--- src/erg_pkg.sv ---
`default_nettype none

package erg_pkg;

  localparam int STEP_W     = 7;
  localparam int PULSE_W    = 7;
  localparam int ROT_W      = 6;
  localparam int POS_W      = 7;
  localparam int MAX_LEN    = 64;
  // (s-1)*r + p fits 13 bits, times n fits 20 bits
  localparam int SR_W       = 13;
  localparam int PROD_W     = 20;
  localparam int CFG_IDX_W  = 2;
  localparam int CFG_DATA_W = 7;

  typedef enum logic [CFG_IDX_W-1:0] {
    REG_STEP_COUNT      = 2'd0,
    REG_PULSE_COUNT     = 2'd1,
    REG_ROTATION_AMOUNT = 2'd2
  } cfg_reg_e;

  // Control travelling down the modulo chain
  typedef struct packed {
    logic               valid;
    logic               zero;
    logic [STEP_W-1:0]  rem;
    logic [PROD_W-1:0]  dividend;
    logic [STEP_W-1:0]  steps;
    logic [PULSE_W-1:0] pulses;
  } cell_t;

endpackage

`default_nettype wire

--- src/euclidean_rhythm_generator.sv ---
`default_nettype none

// Euclidean rhythm generator. For each queried position the block returns whether a
// pulse sounds there, for a rhythm of step_count steps holding pulse_count pulses
// spread evenly and rotated forward by rotation_amount. Positions at or beyond
// step_count or 64 read 0, as does pulse_count 0. One query is taken per clock while
// in_stall_o is low. Two front stages form (p + (s-1)*r) * n, a chain of
// 20 cells reduces that product modulo s one bit per cell, and an output register
// holds the result. A two-entry output buffer lets the input keep flowing while a
// result waits. Registers are written through the configuration port, which is
// always ready; write them only while no query is in flight.
module euclidean_rhythm_generator import erg_pkg::*; (
  input  wire logic                  clk_i,
  input  wire logic                  rst_ni,
  input  wire logic                  in_valid_i,
  output logic                       in_stall_o,
  input  wire logic [POS_W-1:0]      position_i,
  output logic                       out_valid_o,
  input  wire logic                  out_stall_i,
  output logic                       pulse_o,
  input  wire logic                  cfg_valid_i,
  output logic                       cfg_ready_o,
  input  wire logic [CFG_IDX_W-1:0]  cfg_index_i,
  input  wire logic [CFG_DATA_W-1:0] cfg_data_i
);

  logic [STEP_W-1:0]  step_count_q;
  logic [PULSE_W-1:0] pulse_count_q;
  logic [ROT_W-1:0]   rotation_amount_q;

  logic  en;
  cell_t chain [PROD_W+1];
  cell_t tail;
  logic  tail_pulse;

  logic  out_valid_q;
  logic  out_pulse_q;
  logic  skid_valid_q;
  logic  skid_pulse_q;
  logic  out_free;

  assign cfg_ready_o = 1'b1;

  always_ff @(posedge clk_i or negedge rst_ni) begin
    if (!rst_ni) begin
      step_count_q      <= STEP_W'(16);
      pulse_count_q     <= PULSE_W'(4);
      rotation_amount_q <= '0;
    end else if (cfg_valid_i && cfg_ready_o) begin
      case (cfg_index_i)
        REG_STEP_COUNT:      step_count_q      <= cfg_data_i[STEP_W-1:0];
        REG_PULSE_COUNT:     pulse_count_q     <= cfg_data_i[PULSE_W-1:0];
        REG_ROTATION_AMOUNT: rotation_amount_q <= cfg_data_i[ROT_W-1:0];
        default: ;
      endcase
    end
  end

  // Whole pipeline moves unless the output buffer is full
  assign en         = !skid_valid_q;
  assign in_stall_o = skid_valid_q;

  erg_front u_front (
    .clk_i             (clk_i),
    .rst_ni            (rst_ni),
    .en_i              (en),
    .valid_i           (in_valid_i),
    .position_i        (position_i),
    .step_count_i      (step_count_q),
    .pulse_count_i     (pulse_count_q),
    .rotation_amount_i (rotation_amount_q),
    .head_o            (chain[0])
  );

  for (genvar g = 0; g < PROD_W; g++) begin : g_cell
    erg_cell u_cell (
      .clk_i  (clk_i),
      .rst_ni (rst_ni),
      .en_i   (en),
      .prev_i (chain[g]),
      .next_o (chain[g+1])
    );
  end

  assign tail = chain[PROD_W];
  // Bresenham: a pulse lands where (i*n) mod s falls below n
  assign tail_pulse = !tail.zero && (tail.rem < tail.pulses);

  assign out_free = !out_valid_q || !out_stall_i;

  always_ff @(posedge clk_i or negedge rst_ni) begin
    if (!rst_ni) begin
      out_valid_q  <= 1'b0;
      skid_valid_q <= 1'b0;
    end else if (skid_valid_q) begin
      if (out_free) begin
        out_valid_q  <= 1'b1;
        skid_valid_q <= 1'b0;
      end
    end else if (tail.valid) begin
      if (out_free) begin
        out_valid_q <= 1'b1;
      end else begin
        skid_valid_q <= 1'b1;
      end
    end else if (out_free) begin
      out_valid_q <= 1'b0;
    end
  end

  always_ff @(posedge clk_i) begin
    if (skid_valid_q) begin
      if (out_free) begin
        out_pulse_q <= skid_pulse_q;
      end
    end else if (tail.valid) begin
      if (out_free) begin
        out_pulse_q <= tail_pulse;
      end else begin
        skid_pulse_q <= tail_pulse;
      end
    end
  end

  assign out_valid_o = out_valid_q;
  assign pulse_o     = out_pulse_q;

`ifndef SYNTHESIS
  a_skid_needs_out: assert property (@(posedge clk_i) disable iff (!rst_ni)
    skid_valid_q |-> out_valid_q)
    else $error("skid buffer holds data while output register is empty");

  a_skid_only_when_blocked: assert property (@(posedge clk_i) disable iff (!rst_ni)
    !out_valid_q |=> !skid_valid_q)
    else $error("skid buffer filled although output register was free");

  a_skid_holds_on_stall: assert property (@(posedge clk_i) disable iff (!rst_ni)
    skid_valid_q && out_stall_i |=> skid_valid_q && $stable(skid_pulse_q))
    else $error("buffered result lost while output stalled");
`endif

endmodule

`default_nettype wire

--- src/erg_front.sv ---
`default_nettype none

module erg_front import erg_pkg::*; (
  input  wire logic               clk_i,
  input  wire logic               rst_ni,
  input  wire logic               en_i,
  input  wire logic               valid_i,
  input  wire logic [POS_W-1:0]   position_i,
  input  wire logic [STEP_W-1:0]  step_count_i,
  input  wire logic [PULSE_W-1:0] pulse_count_i,
  input  wire logic [ROT_W-1:0]   rotation_amount_i,
  output cell_t                   head_o
);

  logic               a_valid_q;
  logic [POS_W-1:0]   a_pos_q;
  logic [STEP_W-1:0]  a_steps_q;
  logic [PULSE_W-1:0] a_pulses_q;
  logic               a_zero_q;
  logic [SR_W-1:0]    a_sr_q;

  logic [PULSE_W-1:0] pulses_eff;
  logic [STEP_W-1:0]  steps_m1;
  logic [SR_W-1:0]    sr_d;
  logic               zero_d;

  logic               b_valid_q;
  logic               b_zero_q;
  logic [PROD_W-1:0]  b_prod_q;
  logic [STEP_W-1:0]  b_steps_q;
  logic [PULSE_W-1:0] b_pulses_q;
  logic [SR_W-1:0]    sum;
  logic [PROD_W-1:0]  prod_d;

  assign pulses_eff = (pulse_count_i > step_count_i) ? step_count_i : pulse_count_i;
  assign steps_m1   = step_count_i - STEP_W'(1);
  // p - r is congruent to p + (s-1)*r modulo s, and never negative
  assign sr_d       = SR_W'(steps_m1) * SR_W'(rotation_amount_i);
  assign zero_d     = (step_count_i == '0) || (position_i >= step_count_i) ||
                      ({1'b0, position_i} >= (POS_W+1)'(MAX_LEN)) || (pulses_eff == '0);

  assign sum    = a_sr_q + SR_W'(a_pos_q);
  assign prod_d = PROD_W'(sum) * PROD_W'(a_pulses_q);

  always_ff @(posedge clk_i or negedge rst_ni) begin
    if (!rst_ni) begin
      a_valid_q <= 1'b0;
      b_valid_q <= 1'b0;
    end else if (en_i) begin
      a_valid_q <= valid_i;
      b_valid_q <= a_valid_q;
    end
  end

  always_ff @(posedge clk_i) begin
    if (en_i) begin
      a_pos_q    <= position_i;
      a_steps_q  <= step_count_i;
      a_pulses_q <= pulses_eff;
      a_zero_q   <= zero_d;
      a_sr_q     <= sr_d;
      b_zero_q   <= a_zero_q;
      b_prod_q   <= prod_d;
      b_steps_q  <= a_steps_q;
      b_pulses_q <= a_pulses_q;
    end
  end

  always_comb begin
    head_o          = '0;
    head_o.valid    = b_valid_q;
    head_o.zero     = b_zero_q;
    head_o.rem      = '0;
    head_o.dividend = b_prod_q;
    head_o.steps    = b_steps_q;
    head_o.pulses   = b_pulses_q;
  end

endmodule

`default_nettype wire

--- src/erg_cell.sv ---
`default_nettype none

// One restoring step of (i*n) mod s: shift in one dividend bit, subtract s if it fits.
module erg_cell import erg_pkg::*; (
  input  wire logic  clk_i,
  input  wire logic  rst_ni,
  input  wire logic  en_i,
  input  wire cell_t prev_i,
  output cell_t      next_o
);

  logic              valid_q;
  cell_t             data_q;
  logic [STEP_W:0]   trial;
  logic [STEP_W:0]   reduced;
  cell_t             data_d;

  assign trial   = {prev_i.rem, prev_i.dividend[PROD_W-1]};
  assign reduced = (trial >= {1'b0, prev_i.steps}) ? (trial - {1'b0, prev_i.steps}) : trial;

  always_comb begin
    data_d          = prev_i;
    data_d.rem      = reduced[STEP_W-1:0];
    data_d.dividend = {prev_i.dividend[PROD_W-2:0], 1'b0};
  end

  always_ff @(posedge clk_i or negedge rst_ni) begin
    if (!rst_ni) begin
      valid_q <= 1'b0;
    end else if (en_i) begin
      valid_q <= prev_i.valid;
    end
  end

  always_ff @(posedge clk_i) begin
    if (en_i) begin
      data_q <= data_d;
    end
  end

  always_comb begin
    next_o       = data_q;
    next_o.valid = valid_q;
  end

endmodule

`default_nettype wire
--- config.mk ---
export PLATFORM = sky130hd
export DESIGN_NAME = euclidean_rhythm_generator
export DESIGN_NICKNAME = d
export VERILOG_FILES = /design/src/erg_pkg.sv /design/src/euclidean_rhythm_generator.sv /design/src/erg_front.sv /design/src/erg_cell.sv
export SDC_FILE = /design/constraint.sdc
export NUM_CORES = 1
export LEC_CHECK = 0
export ABC_CLOCK_PERIOD_IN_PS = 31300
export BUFFER_PORTS_ARGS = -buffer_cell sky130_fd_sc_hd__buf_2
export CAP_MARGIN = 20
export CORE_ASPECT_RATIO = 1.4
export CORE_MARGIN = 3
export CORE_UTILIZATION = 59
export CTS_CLUSTER_SIZE = 25
export DETAILED_ROUTE_END_ITERATION = 8
export HOLD_SLACK_MARGIN = 0.05
export PLACE_DENSITY = 0.71
export SLEW_MARGIN = 30
export SYNTH_ARGS = -nofsm -noshare
export SYNTH_HDL_FRONTEND = slang
export SYNTH_SLANG_ARGS = --single-unit
--- constraint.sdc ---
create_clock -name clk_i -period 31.3 [get_ports clk_i]
set_input_delay 1.565 -clock clk_i [delete_from_list [all_inputs] [get_ports clk_i]]
set_output_delay 1.565 -clock clk_i [all_outputs]
set_load 0.03 [all_outputs]
* Word level (Yosys, flattened, before mapping) *
Index checks and enable logic that the tools add are counted.

word-level totals
  register bits = 739
  output and inout port bits = 4
  word-level logic and storage cells = 239

operators by class
  add/sub/neg operators = 22
  multipliers = 2
  $lt $le $gt $ge = 24
  equality and inequality tests = 2
  mux-type cells = 32
  bitwise gates (word level) = 2
  reductions and logical operators = 18

operators with widths
  operator                                             count
  >= comparator 8 x 7 -> 1 bit                         19
  2-to-1 mux 7 bit                                     20
  subtractor 7 bit                                     19
  multiplier 13 x 7 -> 20 bit                          1
  zero test 7 bit                                      2
  adder 13 x 7 -> 13 bit                               1
  multiplier 7 x 6 -> 13 bit                           1
  2-to-1 mux 1 bit                                     12
  AND reduction 2 bit                                  4
  >= comparator 1 x 7 -> 1 bit                         1
  >= comparator 7 bit                                  1
  >= comparator 7 bit, second input constant           1
  greater-than comparator 7 bit                        1
  < comparator 7 bit                                   1
  subtractor 1 x 7 -> 7 bit                            1
  subtractor 7 x 1 -> 7 bit, second input constant     1
  logical OR 1 bit                                     4
  zero test 1 bit                                      3
  AND reduction 3 bit                                  1
  nonzero test 3 bit                                   1
  equality test 2 x 1 -> 1 bit, second input constant  1
  equality test 2 bit, second input constant           1
  zero test 2 bit                                      1
  inverter 1 bit                                       2
  2 further kinds                                      2

* Logic depth before layout (Yosys ltp) *
Gate-level depths: netlist of run 1.

  depth after elaboration = 5
  mapped depth = 22
  gate-level depth less buffers = 22

* Modules after synthesis *
Synthesis of run 1 repeated with hierarchy kept, for this count alone.

second synthesis, totals
  cells, all modules = 2897
  area, all modules = 43809.5 um^2

modules (own cells, without submodules)
  module                      instances  cells each  area an instance (um^2)
  erg_cell                    20         107         1773.0
  erg_front                   1          677         7268.2
  euclidean_rhythm_generator  1          80          1082.3

* Least setup slack after synthesis of run 1 *
Ideal clock, no wire load.

  path type = flip-flop to flip-flop
  from = reg skid_valid_q (netlist: in_stall_o)
  to = reg out_pulse_q (netlist: pulse_o), data pin
  library setup time = 0.226 ns
  arrival time = 15.808 ns
  required time = 31.074 ns
  setup slack = 15.267 ns
  stages on the path, launching flop included = 4
  buffers on the path = 1
  clock period less this slack = 16.033 ns
  cells stage by stage = dfrtp_1 > clkbuf_1 > inv_1 > mux2_2

between the ends
  cells in the longest elaborated chain, start to end = 1

ends and longest elaborated chain
  item                    line                               source
  from (decl)             euclidean_rhythm_generator.sv:38   logic skid_valid_q;
  from (signal assigned)  euclidean_rhythm_generator.sv:94   skid_valid_q <= 1'b0;
  from (signal assigned)  euclidean_rhythm_generator.sv:98   skid_valid_q <= 1'b0;
  from (signal assigned)  euclidean_rhythm_generator.sv:104  skid_valid_q <= 1'b1;
  2-to-1 mux 1 bit        euclidean_rhythm_generator.sv:112  if (skid_valid_q) begin
  to (signal assigned)    euclidean_rhythm_generator.sv:114  out_pulse_q <= skid_pulse_q;
  to (signal assigned)    euclidean_rhythm_generator.sv:118  out_pulse_q <= tail_pulse;
  to (decl)               euclidean_rhythm_generator.sv:37   logic out_pulse_q;

Every way passes these cells.
A chain may end at the register's enable or synchronous reset.

* Worst setup path in the final report of run 1 *
  from = reg u_front.a_sr_q[0]
  to = reg u_front.b_prod_q[19], data pin

between the ends
  cells in the longest elaborated chain, start to end = 2

ends and longest elaborated chain
  item                          line             source
  from (decl)                   erg_front.sv:20  logic [SR_W-1:0] a_sr_q;
  from (signal assigned)        erg_front.sv:61  a_sr_q <= sr_d;
  adder 13 x 7 -> 13 bit        erg_front.sv:42  assign sum = a_sr_q + SR_W'(a_pos_q);
  multiplier 13 x 7 -> 20 bit   erg_front.sv:43  assign prod_d = PROD_W'(sum) * PROD_W'(a_pulses_q);
  named net u_front.prod_d[19]  erg_front.sv:33  logic [PROD_W-1:0] prod_d;
  to (signal assigned)          erg_front.sv:63  b_prod_q <= prod_d;
  to (decl)                     erg_front.sv:29  logic [PROD_W-1:0] b_prod_q;

The timed path passes the listed nets, and every way through them passes these cells.

==> run_results.csv, run 1 <==
group,metric,value,unit
clocking,holdBufCountCts,0,
timing,hold_viol_final,0,
cells_and_area,drive_above_1_share,0.111,
logic_synthesis,syn-num-nets,2732,
detailed_routing,ant_nets,0,
clocking,clock_latency,0.60,ns
cells_and_area,seq_area,22000,sq um
grt,grt_pass1_wl,92100,um
logic_synthesis,synth.largest_area_cell,"edfxtp_1",
timing,setup_viol,0,
clocking,cts_resized,0,
clocking,cts_tree,"yes",
grt,grt_pass1_vias,19100,
run,max_cap_violations,0,
placed_design,routabilityCongestion,0.867,
logic_synthesis,syn-instance-count,2394,
timing,worstMarginPinSlew,0.842,ns
cells_and_area,multi_input_area,11800,sq um
logic_synthesis,ys_async_sr_fraction,0.0595,
worst_setup_path,critPathMostFrequentCell,"fa_1",
run_status,outcome,"finished clean",
logic_synthesis,synth_edf_count,695,
placed_design,io_buffers,23,
detailed_routing,routed_wl,55600,um
clocking,clk_path_buf_depth,3,
logic_synthesis,ys_seq_area_frac,0.633,
clocking,cts.sinks,739,
logic_synthesis,synth_ff_type,"edfxtp_1",
worst_setup_path,cp_slowest_cell,"nor3_1",
timing,finalMaxSlewViolations,0,
detailed_routing,first_pass_iters,5,
worst_setup_path,cp-start-kind,"flop",
floorplanning,placementRows,104,
cells_and_area,syn2layout_area_growth,10.0,%
worst_setup_path,rr_worst_depth,21,
placed_design,dp_hpwl,38200,um
timing,period_share,0.202,
logic_synthesis,synth_area_per_cell,14.5,sq um
timing,slew_headroom,0.434,
logic_synthesis,synth_top_area_share,0.601,
logic_synthesis,yosysWarnings,0,
worst_hold_path,min_delay_path_depth,0,
detailed_routing,dr_total_vias,18400,
worst_setup_path,critPathArrivalTime,6.64,ns
worst_setup_path,cp_num_buf_inv,3,
detailed_routing,drc,0,
clocking,cts_made_buffers,70,
cells_and_area,nFillCells,3923,
timing,fmax,158,MHz
logic_synthesis,yosysMostFrequentCell,"edfxtp_1",
floorplanning,dieArea,61900,sq um
grt,grt_max_degree,194,
worst_hold_path,hp-start,"g_cell[3].u_cell.next_o[28]$_DFFE_PN_",
floorplanning,fp.dieH,293,um
worst_hold_path,whs_endpoint,"g_cell[4].u_cell.next_o[29]$_DFFE_PN_",
worst_setup_path,slowest_delay,0.67,ns
detailed_routing,avgViaCountPerCell,5.61,
worst_setup_path,crit_required,31.61,ns
timing,fin_skew,0.0221,ns
worst_setup_path,r2r-start,"u_front.a_sr_q[0]$_DFFE_PN_",
logic_synthesis,syn_area,34700,sq um
worst_setup_path,cp_max_fo,7,
logic_synthesis,ys_ff_latch,739,
logic_synthesis,synth_area_leaders,"edfxtp_1 60%, ha_1 8.0%, fa_1 5.5%, mux2_2 3.7%, dfrtp_1 3.0%",
floorplanning,coreArea,57900,sq um
worst_setup_path,rr_endpoint,"u_front.b_prod_q[19]$_DFFE_PN_",
detailed_routing,first_iter_violations,1033,
detailed_routing,avgRoutedWirePerCell,17.0,um
clocking,root_buffer,"clkbuf_16",
cells_and_area,n_antenna_cell,0,
logic_synthesis,synth.distinct_cells,63,
worst_setup_path,critPathKind,"flop to flop",
floorplanning,die_w,211,um
worst_setup_path,worstSetupEndpointType,"flop",
timing,period_needed,6.34,ns
worst_setup_path,reg2reg_slack,24.96,ns
worst_setup_path,critPathTopFamily,"adder cells",
floorplanning,floorplan.initialDensity,0.600,
grt,antenna_found_initial,0,
grt,grt-ovfl-total,0,
worst_setup_path,crit_chain,"ha_1 > inv_1 > fa_1 > nor2b_1 > o21a_1 > o21ai_2 > a21boi_0 > nor3_1 > nor3b_1 > fa_1 > fa_1 > fa_1 > inv_1 > fa_1 > inv_1 > ha_1 > and2_2 > o41ai_2 > o211ai_2 > mux2i_1 > o311ai_0",
floorplanning,boundaryPins,25,
worst_hold_path,min-delay-path-class,"flop to flop",
logic_synthesis,ys_top_cells_by_count,"695 x edfxtp_1, 255 x inv_1, 222 x ha_1, 113 x mux2_2, 110 x o21ai_0",
grt,gr-usage-all-layers,0.184,
clocking,ctsHtreeMaxLevel,3,
cells_and_area,nets,2820,
timing,final.setup.tns,0,ns
clocking,clkTransAtPathRegs,0.06,ns
clocking,post_cts_buffers,0,
timing,rsz0062_at_grt,"no",
==> cell type report <==
| type | instances | area share |
|---|---|---|
| flip-flops and latches | 739 | 0.575 |
| multi-input cells | 1386 | 0.308 |
| clock buffers | 82 | 0.0492 |
| inverters | 255 | 0.0254 |
| well taps | 742 | 0.0243 |
| clock inverters | 40 | 0.0123 |
| repair buffers | 30 | 0.00612 |
==> cell usage in the layout (no fill, tap or decap), types with 25 or more instances in the layout <==
master / count
mux2_2: 113
edfxtp_1: 695
xnor2_1: 62
clkbuf_16: 73
nor2b_1: 85
dfrtp_1: 41
and2_1: 43
and3_1: 25
inv_1: 254
nor3_1: 38
a21oi_1: 88
mux2i_1: 39
nand3_1: 25
nand2_1: 99
fa_1: 95
o21ai_0: 110
nor2_1: 97
ha_1: 222
==> flip-flops by register name, indices dropped and copies added (netlist names), 13 cells and up <==
signal and cells:
g_cell.u_cell.valid_q 20, u_front.b_prod_q 20, u_front.a_sr_q 13, g_cell.u_cell.next_o 623
==> worst max-delay path by stage <==
stage / from / end / slack, ns / depth (start not counted)
final: u_front.a_sr_q[0]$_DFFE_PN_ / u_front.b_prod_q[19]$_DFFE_PN_ / 24.96 / 21
after global routing: u_front.a_sr_q[0]$_DFFE_PN_ / u_front.b_prod_q[19]$_DFFE_PN_ / 24.62 / 22
after CTS: u_front.a_sr_q[0]$_DFFE_PN_ / u_front.b_prod_q[19]$_DFFE_PN_ / 25.06 / 21
after detailed placement: u_front.a_sr_q[0]$_DFFE_PN_ / u_front.b_prod_q[19]$_DFFE_PN_ / 25.05 / 21
after global placement: u_front.a_sr_q[0]$_DFFE_PN_ / u_front.b_prod_q[19]$_DFFE_PN_ / 25.32 / 21
after floorplan: in_stall_o$_DFF_PN0_ / pulse_o$_DFFE_PP_ / 15.27 / 3
==> layer usage <==
layer	GRT usage	share of wire	vias up
met2	0.351	0.56	293
met5	0	0	-
li1	-	-	8898
met4	0.0686	0.028	0
met3	0.0280	0.030	115
met1	0.206	0.38	9053
==> stage by stage <==
stage | std cells | hold WS [ns] | util | setup slack [ns] | instance area, sq um
3_5_place_dp | 3151 | 0.405 | 0.619 | 25.05 | 35800
6_report | 3274 | 0.406 | 0.660 | 24.96 | 38200
2_1_floorplan | 2394 | 0.400 | - | 15.27 | 34700
5_1_grt | 3274 | 0.410 | 0.660 | 24.62 | 38200
4_1_cts | 3273 | 0.404 | 0.659 | 25.06 | 38200
3_3_place_gp | 3150 | 0.400 | 0.618 | 25.32 | 35800
==> logic make-up after synthesis <==
kind of cell	count (synthesis)	synth area share
simple gates	508	0.0780
mux	152	0.0479
other cells	1	0.000108
compound gates	334	0.0585
flops	739	0.633
buf+inv	269	0.0292
xor+xnor	74	0.0189
fa+ha+maj	317	0.135
==> worst reg2reg max path: stages (launching register included) <==
cell and delay (ns):
edfxtp_1 0.37, ha_1 0.23, inv_1 0.07, fa_1 0.20, nor2b_1 0.06, o21a_1 0.19
o21ai_2 0.18, a21boi_0 0.15, nor3_1 0.67, nor3b_1 0.16, fa_1 0.56, fa_1 0.44
fa_1 0.55, inv_1 0.05, fa_1 0.53, inv_1 0.04, ha_1 0.36, and2_2 0.25
o41ai_2 0.46, o211ai_2 0.22, mux2i_1 0.19, o311ai_0 0.14
Power of run 1 is left out: the tool's default activity adds up to more than one toggle a clock period on the data nets, which glitch-free logic cannot reach.
==> inputs of run 2 (changes only) <==
ABC_CLOCK_PERIOD_IN_PS = 6150   (was 31300)
clock period = 6.15 ns   (was 31.3 ns; I/O delays follow)
==> run 2 against run 1 <==
Fmax increased by 7.8%. Clock skew increased by 0.015 ns. Utilization increased by 0.41 points. Register-to-register slack got worse by 25 ns. Sequential share of layout area decreased by 0.36 points. Cell count increased by 0.79%. Wire length increased by 0.70%. Global-route usage increased by 0.20 points. Clock-buffer cell count increased by 3.
==> run_results.csv, run 2 (synthesis gave the netlist of run 1 again) <==
group,metric,value,unit
placed_design,io_buffers,23,
floorplanning,coreArea,57900,sq um
clocking,clock_latency,0.61,ns
timing,fmax,170,MHz
detailed_routing,first_iter_violations,969,
timing,slew_headroom,0.327,
clocking,clkTransAtPathRegs,0.06,ns
run_status,outcome,"finished clean",
timing,period_needed,5.87,ns
clocking,root_buffer,"clkbuf_16",
grt,antenna_found_initial,0,
cells_and_area,n_antenna_cell,0,
timing,hold_viol_final,0,
floorplanning,boundaryPins,25,
detailed_routing,routed_wl,56000,um
cells_and_area,nets,2844,
detailed_routing,ant_nets,0,
timing,period_share,0.955,
worst_setup_path,slowest_delay,0.58,ns
cells_and_area,multi_input_area,11900,sq um
cells_and_area,seq_area,22000,sq um
floorplanning,floorplan.initialDensity,0.600,
worst_setup_path,cp-start-kind,"flop",
detailed_routing,avgRoutedWirePerCell,17.0,um
detailed_routing,avgViaCountPerCell,5.61,
floorplanning,dieArea,61900,sq um
cells_and_area,final_common_cell,"edfxtp_1",
cells_and_area,drive_above_1_share,0.122,
detailed_routing,drc,0,
placed_design,dp_hpwl,39100,um
worst_setup_path,crit_chain,"ha_2 > inv_1 > fa_2 > nor2b_1 > o21a_1 > o21ai_4 > a21boi_4 > nor3_4 > nor3b_2 > fa_1 > fa_1 > fa_1 > inv_1 > fa_1 > inv_1 > ha_2 > a211o_1 > o211ai_1 > a31oi_2 > a31oi_1 > xnor2_1",
cells_and_area,syn2layout_area_growth,10.7,%
worst_hold_path,min-delay-path-class,"input port to flop",
cells_and_area,final_cell_mix,"695 x edfxtp_1, 254 x inv_1, 218 x ha_1",
worst_setup_path,cp_slowest_cell,"fa_1",
clocking,clk_path_buf_depth,3,
clocking,cts.sinks,739,
timing,setup_viol,0,
worst_setup_path,cp_num_buf_inv,3,
placed_design,routabilityCongestion,0.881,
cells_and_area,largest_reg_flops,623,
grt,grt_pass1_wl,93200,um
grt,grt_max_degree,167,
placed_design,dpl_cell_area,35800,sq um
clocking,cts_tree,"yes",
cells_and_area,final_util,0.664,
worst_setup_path,critPathMostFrequentCell,"fa_1",
timing,fin_skew,0.0366,ns
cells_and_area,nFillCells,3910,
detailed_routing,first_pass_iters,5,
worst_setup_path,worstSetupEndpointType,"flop",
floorplanning,placementRows,104,
floorplanning,die_w,211,um
cells_and_area,final_cell_area,38500,sq um
clocking,cts_made_buffers,71,
placed_design,dp_slack,0.0102,ns
run,max_cap_violations,0,
worst_setup_path,critPathKind,"flop to flop",
worst_setup_path,critPathArrivalTime,6.20,ns
clocking,ctsHtreeMaxLevel,3,
grt,grt-ovfl-total,0,
timing,whs,0.0981,ns
worst_setup_path,crit_required,6.48,ns
timing,setup_slack,0.275,ns
worst_setup_path,cp_max_fo,7,
grt,gr-usage-all-layers,0.186,
worst_setup_path,critPathTopFamily,"adder cells",
grt,grt_pass1_vias,19600,
detailed_routing,dr_total_vias,18500,
floorplanning,fp.dieH,293,um
timing,finalMaxSlewViolations,0,
timing,worstMarginPinSlew,1.01,ns
[run 2: cell count changes in the layout (fill, tap and decap cells not counted), moves of 4 or more]
cell	delta
clkinv_2	+7
dlygate4sd3_1	+18
buf_4	+6
bufinv_16	-7
nor3b_1	-5
ha_1	-4
nor3b_2	+5
[run 2: worst register-to-register path, stage by stage (launching register included)]
cell and delay (ns):
edfxtp_1 0.37, ha_2 0.22, inv_1 0.07, fa_2 0.21
nor2b_1 0.05, o21a_1 0.20, o21ai_4 0.23, a21boi_4 0.10
nor3_4 0.40, nor3b_2 0.11, fa_1 0.58, fa_1 0.45
fa_1 0.54, inv_1 0.05, fa_1 0.52, inv_1 0.04
ha_2 0.32, a211o_1 0.32, o211ai_1 0.35, a31oi_2 0.17
a31oi_1 0.22, xnor2_1 0.08
[run 2: timing repair]
item	4_1_cts	5_1_grt
hold endpoints to repair	73	0
endpoints found under the setup margin	0	9
gates resized for setup	0	32
buffers inserted	0	3
hold buffers	18	0
[run 2: cell type report]
class                   count  share of cell area
flip-flops and latches    739               0.571
inverters                 255              0.0250
well taps                 742              0.0241
repair buffers             53              0.0115
clock inverters            40             0.00722
multi-input cells        1386               0.310
clock buffers              85              0.0506
[run 2: routing by layer]
| metal | wire length [um] | share of wire | GRT usage |
|---|---|---|---|
| met2 | 30800 | 0.55 | 0.347 |
| met3 | 1610 | 0.029 | 0.0274 |
| met4 | 2640 | 0.047 | 0.0989 |
| met1 | 21000 | 0.37 | 0.202 |
| met5 | 0 | 0 | 0 |
[run 2: metrics by stage]
stage	setup TNS [ns]	std cells
2_1_floorplan	-3695.99	2394
3_3_place_gp	0	3154
3_5_place_dp	0	3154
4_1_cts	0	3297
5_1_grt	-0.0787	3300
6_report	0	3300
[run 2: worst paths after layout]
path                       slack (ns)                                    end                                   from  depth (start not counted)
setup / recovery                 0.28         u_front.b_prod_q[18]$_DFFE_PN_            u_front.a_sr_q[0]$_DFFE_PN_                         21
max in group asynchronous        5.48                   in_stall_o$_DFF_PN0_                                 rst_ni                          2
min in group asynchronous        0.24           pulse_count_q[4]$_DFFE_PN0P_                                 rst_ni                          2
hold reg to reg                  0.39  g_cell[4].u_cell.next_o[31]$_DFFE_PN_  g_cell[3].u_cell.next_o[30]$_DFFE_PN_                          0
hold / removal                    0.1            step_count_q[5]$_DFFE_PN0P_                         cfg_index_i[0]                          3
setup reg to reg                 0.28         u_front.b_prod_q[18]$_DFFE_PN_            u_front.a_sr_q[0]$_DFFE_PN_                         21
Power of run 2 is left out for the same reason.
==> inputs of run 3 (changes only) <==
CELL_PAD_IN_SITES_DETAIL_PLACEMENT = 1   (was not set)
CELL_PAD_IN_SITES_GLOBAL_PLACEMENT = 2   (was not set)
CORE_UTILIZATION = 47   (was 59)
PLACE_DENSITY = 0.76   (was 0.71)
==> run 3 against run 2 <==
First-iteration DRC count is 13% lower. Sequential cell count stayed put. Global-route usage is 1.1 points lower. Critical path type unchanged. Fmax is 0.36% higher. Die area is 25% higher. Wire length is 18% higher. Final area is 1.5% higher. Via count is 1.2% higher. Sequential share of layout area is 0.86 points lower. Worst setup slack better by 0.021 ns. Highest routed layer unchanged. Utilization is 13 points lower. Critical path depth is 2 higher. Largest cell class unchanged.
==> run_results.csv, run 3 (synthesis gave the netlist of run 1 again) <==
group,metric,value,unit
floorplanning,placementRows,117,
floorplanning,coreArea,72900,sq um
worst_setup_path,critPathMostFrequentCell,"fa_1",
worst_setup_path,reg2reg_slack,0.30,ns
run_status,outcome,"finished clean",
worst_setup_path,cp_slowest_cell,"fa_1",
detailed_routing,ant_nets,0,
timing,setup_slack,0.296,ns
timing,slew_headroom,0.378,
detailed_routing,dr_total_vias,18700,
cells_and_area,largest_reg_flops,623,
grt,grt_pass1_vias,21000,
timing,hold_viol_final,0,
worst_hold_path,min-delay-path-class,"input port to flop",
grt,use_met1,0.177,
clocking,clk_path_buf_depth,3,
worst_setup_path,crit_required,6.50,ns
grt,gr-usage-all-layers,0.175,
worst_setup_path,critPathTopFamily,"adder cells",
grt,grt-ovfl-total,0,
worst_setup_path,critPathKind,"flop to flop",
cells_and_area,syn2layout_area_growth,12.4,%
detailed_routing,drc,0,
grt,top_usage_layer,"met2",
cells_and_area,n_antenna_cell,0,
worst_setup_path,cp_num_buf_inv,4,
detailed_routing,first_iter_violations,846,
cells_and_area,nets,2857,
worst_setup_path,slowest_delay,0.54,ns
clocking,ctsHtreeMaxLevel,3,
grt,grt_pass1_wl,108000,um
detailed_routing,avgRoutedWirePerCell,18.7,um
cells_and_area,final_cell_mix,"695 x edfxtp_1, 254 x inv_1, 219 x ha_1",
clocking,cts_tree,"yes",
detailed_routing,first_pass_iters,6,
cells_and_area,drive_above_1_share,0.127,
placed_design,dp_slack,-0.0103,ns
run,max_cap_violations,0,
floorplanning,fp.dieH,328,um
floorplanning,boundaryPins,25,
floorplanning,die_w,236,um
floorplanning,dieArea,77200,sq um
clocking,clock_latency,0.63,ns
timing,rsz0062_at_grt,"yes",
grt,use_met2,0.358,
timing,finalMaxSlewViolations,0,
floorplanning,floorplan.initialDensity,0.476,
worst_setup_path,critPathArrivalTime,6.21,ns
cells_and_area,final_common_cell,"edfxtp_1",
detailed_routing,avgViaCountPerCell,5.31,
clocking,cts_made_buffers,75,
worst_setup_path,cp_max_fo,7,
timing,fin_skew,0.0156,ns
clocking,root_buffer,"clkbuf_16",
worst_setup_path,crit_chain,"ha_2 > inv_1 > fa_1 > nor2b_1 > o21a_1 > o21ai_4 > a21boi_4 > o21a_4 > nor3b_1 > fa_1 > fa_1 > fa_1 > inv_1 > fa_1 > inv_1 > ha_1 > o211ai_1 > a21oi_2 > o41ai_2 > buf_4 > o211ai_4 > mux2i_1 > o311ai_0",
grt,antenna_found_initial,0,
timing,period_share,0.952,
placed_design,dp_hpwl,47600,um
placed_design,io_buffers,23,
timing,final.setup.tns,0,ns
timing,setup_viol,0,
worst_setup_path,cp-start-kind,"flop",
placed_design,routabilityCongestion,0.820,
detailed_routing,routed_wl,66000,um
timing,worstMarginPinSlew,0.933,ns
grt,grt_max_degree,187,
grt,use_met3,0.0199,
timing,fmax,171,MHz
clocking,cts.sinks,739,
timing,period_needed,5.85,ns
worst_setup_path,worstSetupEndpointType,"flop",
clocking,clkTransAtPathRegs,0.06,ns
cells_and_area,final_util,0.535,
==> run 3: cell count changes in the layout (fill, tap and decap cells not counted), moves of 3 or more <==
cell	previous run	this run
buf_4	8	15
bufinv_16	2	6
clkbuf_8	1	5
inv_16	0	4
clkinv_2	12	9
inv_6	2	5
==> run 3: final timing paths <==
check	to	cells after the start	from
max	u_front.b_prod_q[19]$_DFFE_PN_	23	u_front.a_sr_q[0]$_DFFE_PN_
min	step_count_q[4]$_DFFE_PN1P_	5	cfg_index_i[1]
max reg2reg	u_front.b_prod_q[19]$_DFFE_PN_	23	u_front.a_sr_q[0]$_DFFE_PN_
min reg2reg	g_cell[4].u_cell.next_o[20]$_DFFE_PN_	0	g_cell[3].u_cell.next_o[19]$_DFFE_PN_
max in group asynchronous	in_stall_o$_DFF_PN0_	3	rst_ni
min in group asynchronous	step_count_q[0]$_DFFE_PN0P_	2	rst_ni
==> run 3: per-layer routing <==
layer	share of wire	wire, um
met1	0.36	23800
met2	0.59	38800
met3	0.020	1310
met4	0.032	2080
met5	0	0
==> run 3: what timing repair did <==
action                     4_1_cts  5_1_grt
hold buffers                    17        0
buffers inserted                 0        1
setup endpoints to repair        1        8
pin swaps                        0        7
hold endpoints to repair        75        0
gates resized for setup          1       27
==> run 3: final cells by class <==
| cell class | instances | area, sq um |
|---|---|---|
| clock inverter | 50 | 497 |
| multi-input combinational | 1386 | 11900 |
| fill | 7068 | 33900 |
| clock buffer | 85 | 1960 |
| sequential | 739 | 22000 |
| timing repair buffer | 62 | 553 |
| tap | 952 | 1190 |
| inverter | 255 | 961 |
==> run 3: per-stage QoR <==
stage,cell area [sq um],std cells,hold WS [ns]
2_1_floorplan,34700,2394,0.0119
3_3_place_gp,36200,3374,0.400
3_5_place_dp,36200,3375,0.310
5_1_grt,39000,3529,0.150
4_1_cts,38900,3527,0.102
6_report,39000,3529,0.150
==> run 3: tightest hold or removal path, cell delays in order <==
cell and delay (ns):
buf_2 0.09, nor3b_1 0.04, buf_4 0.17, nand2_1 0.07
o21ai_0 0.07
Power of run 3 is left out for the same reason.
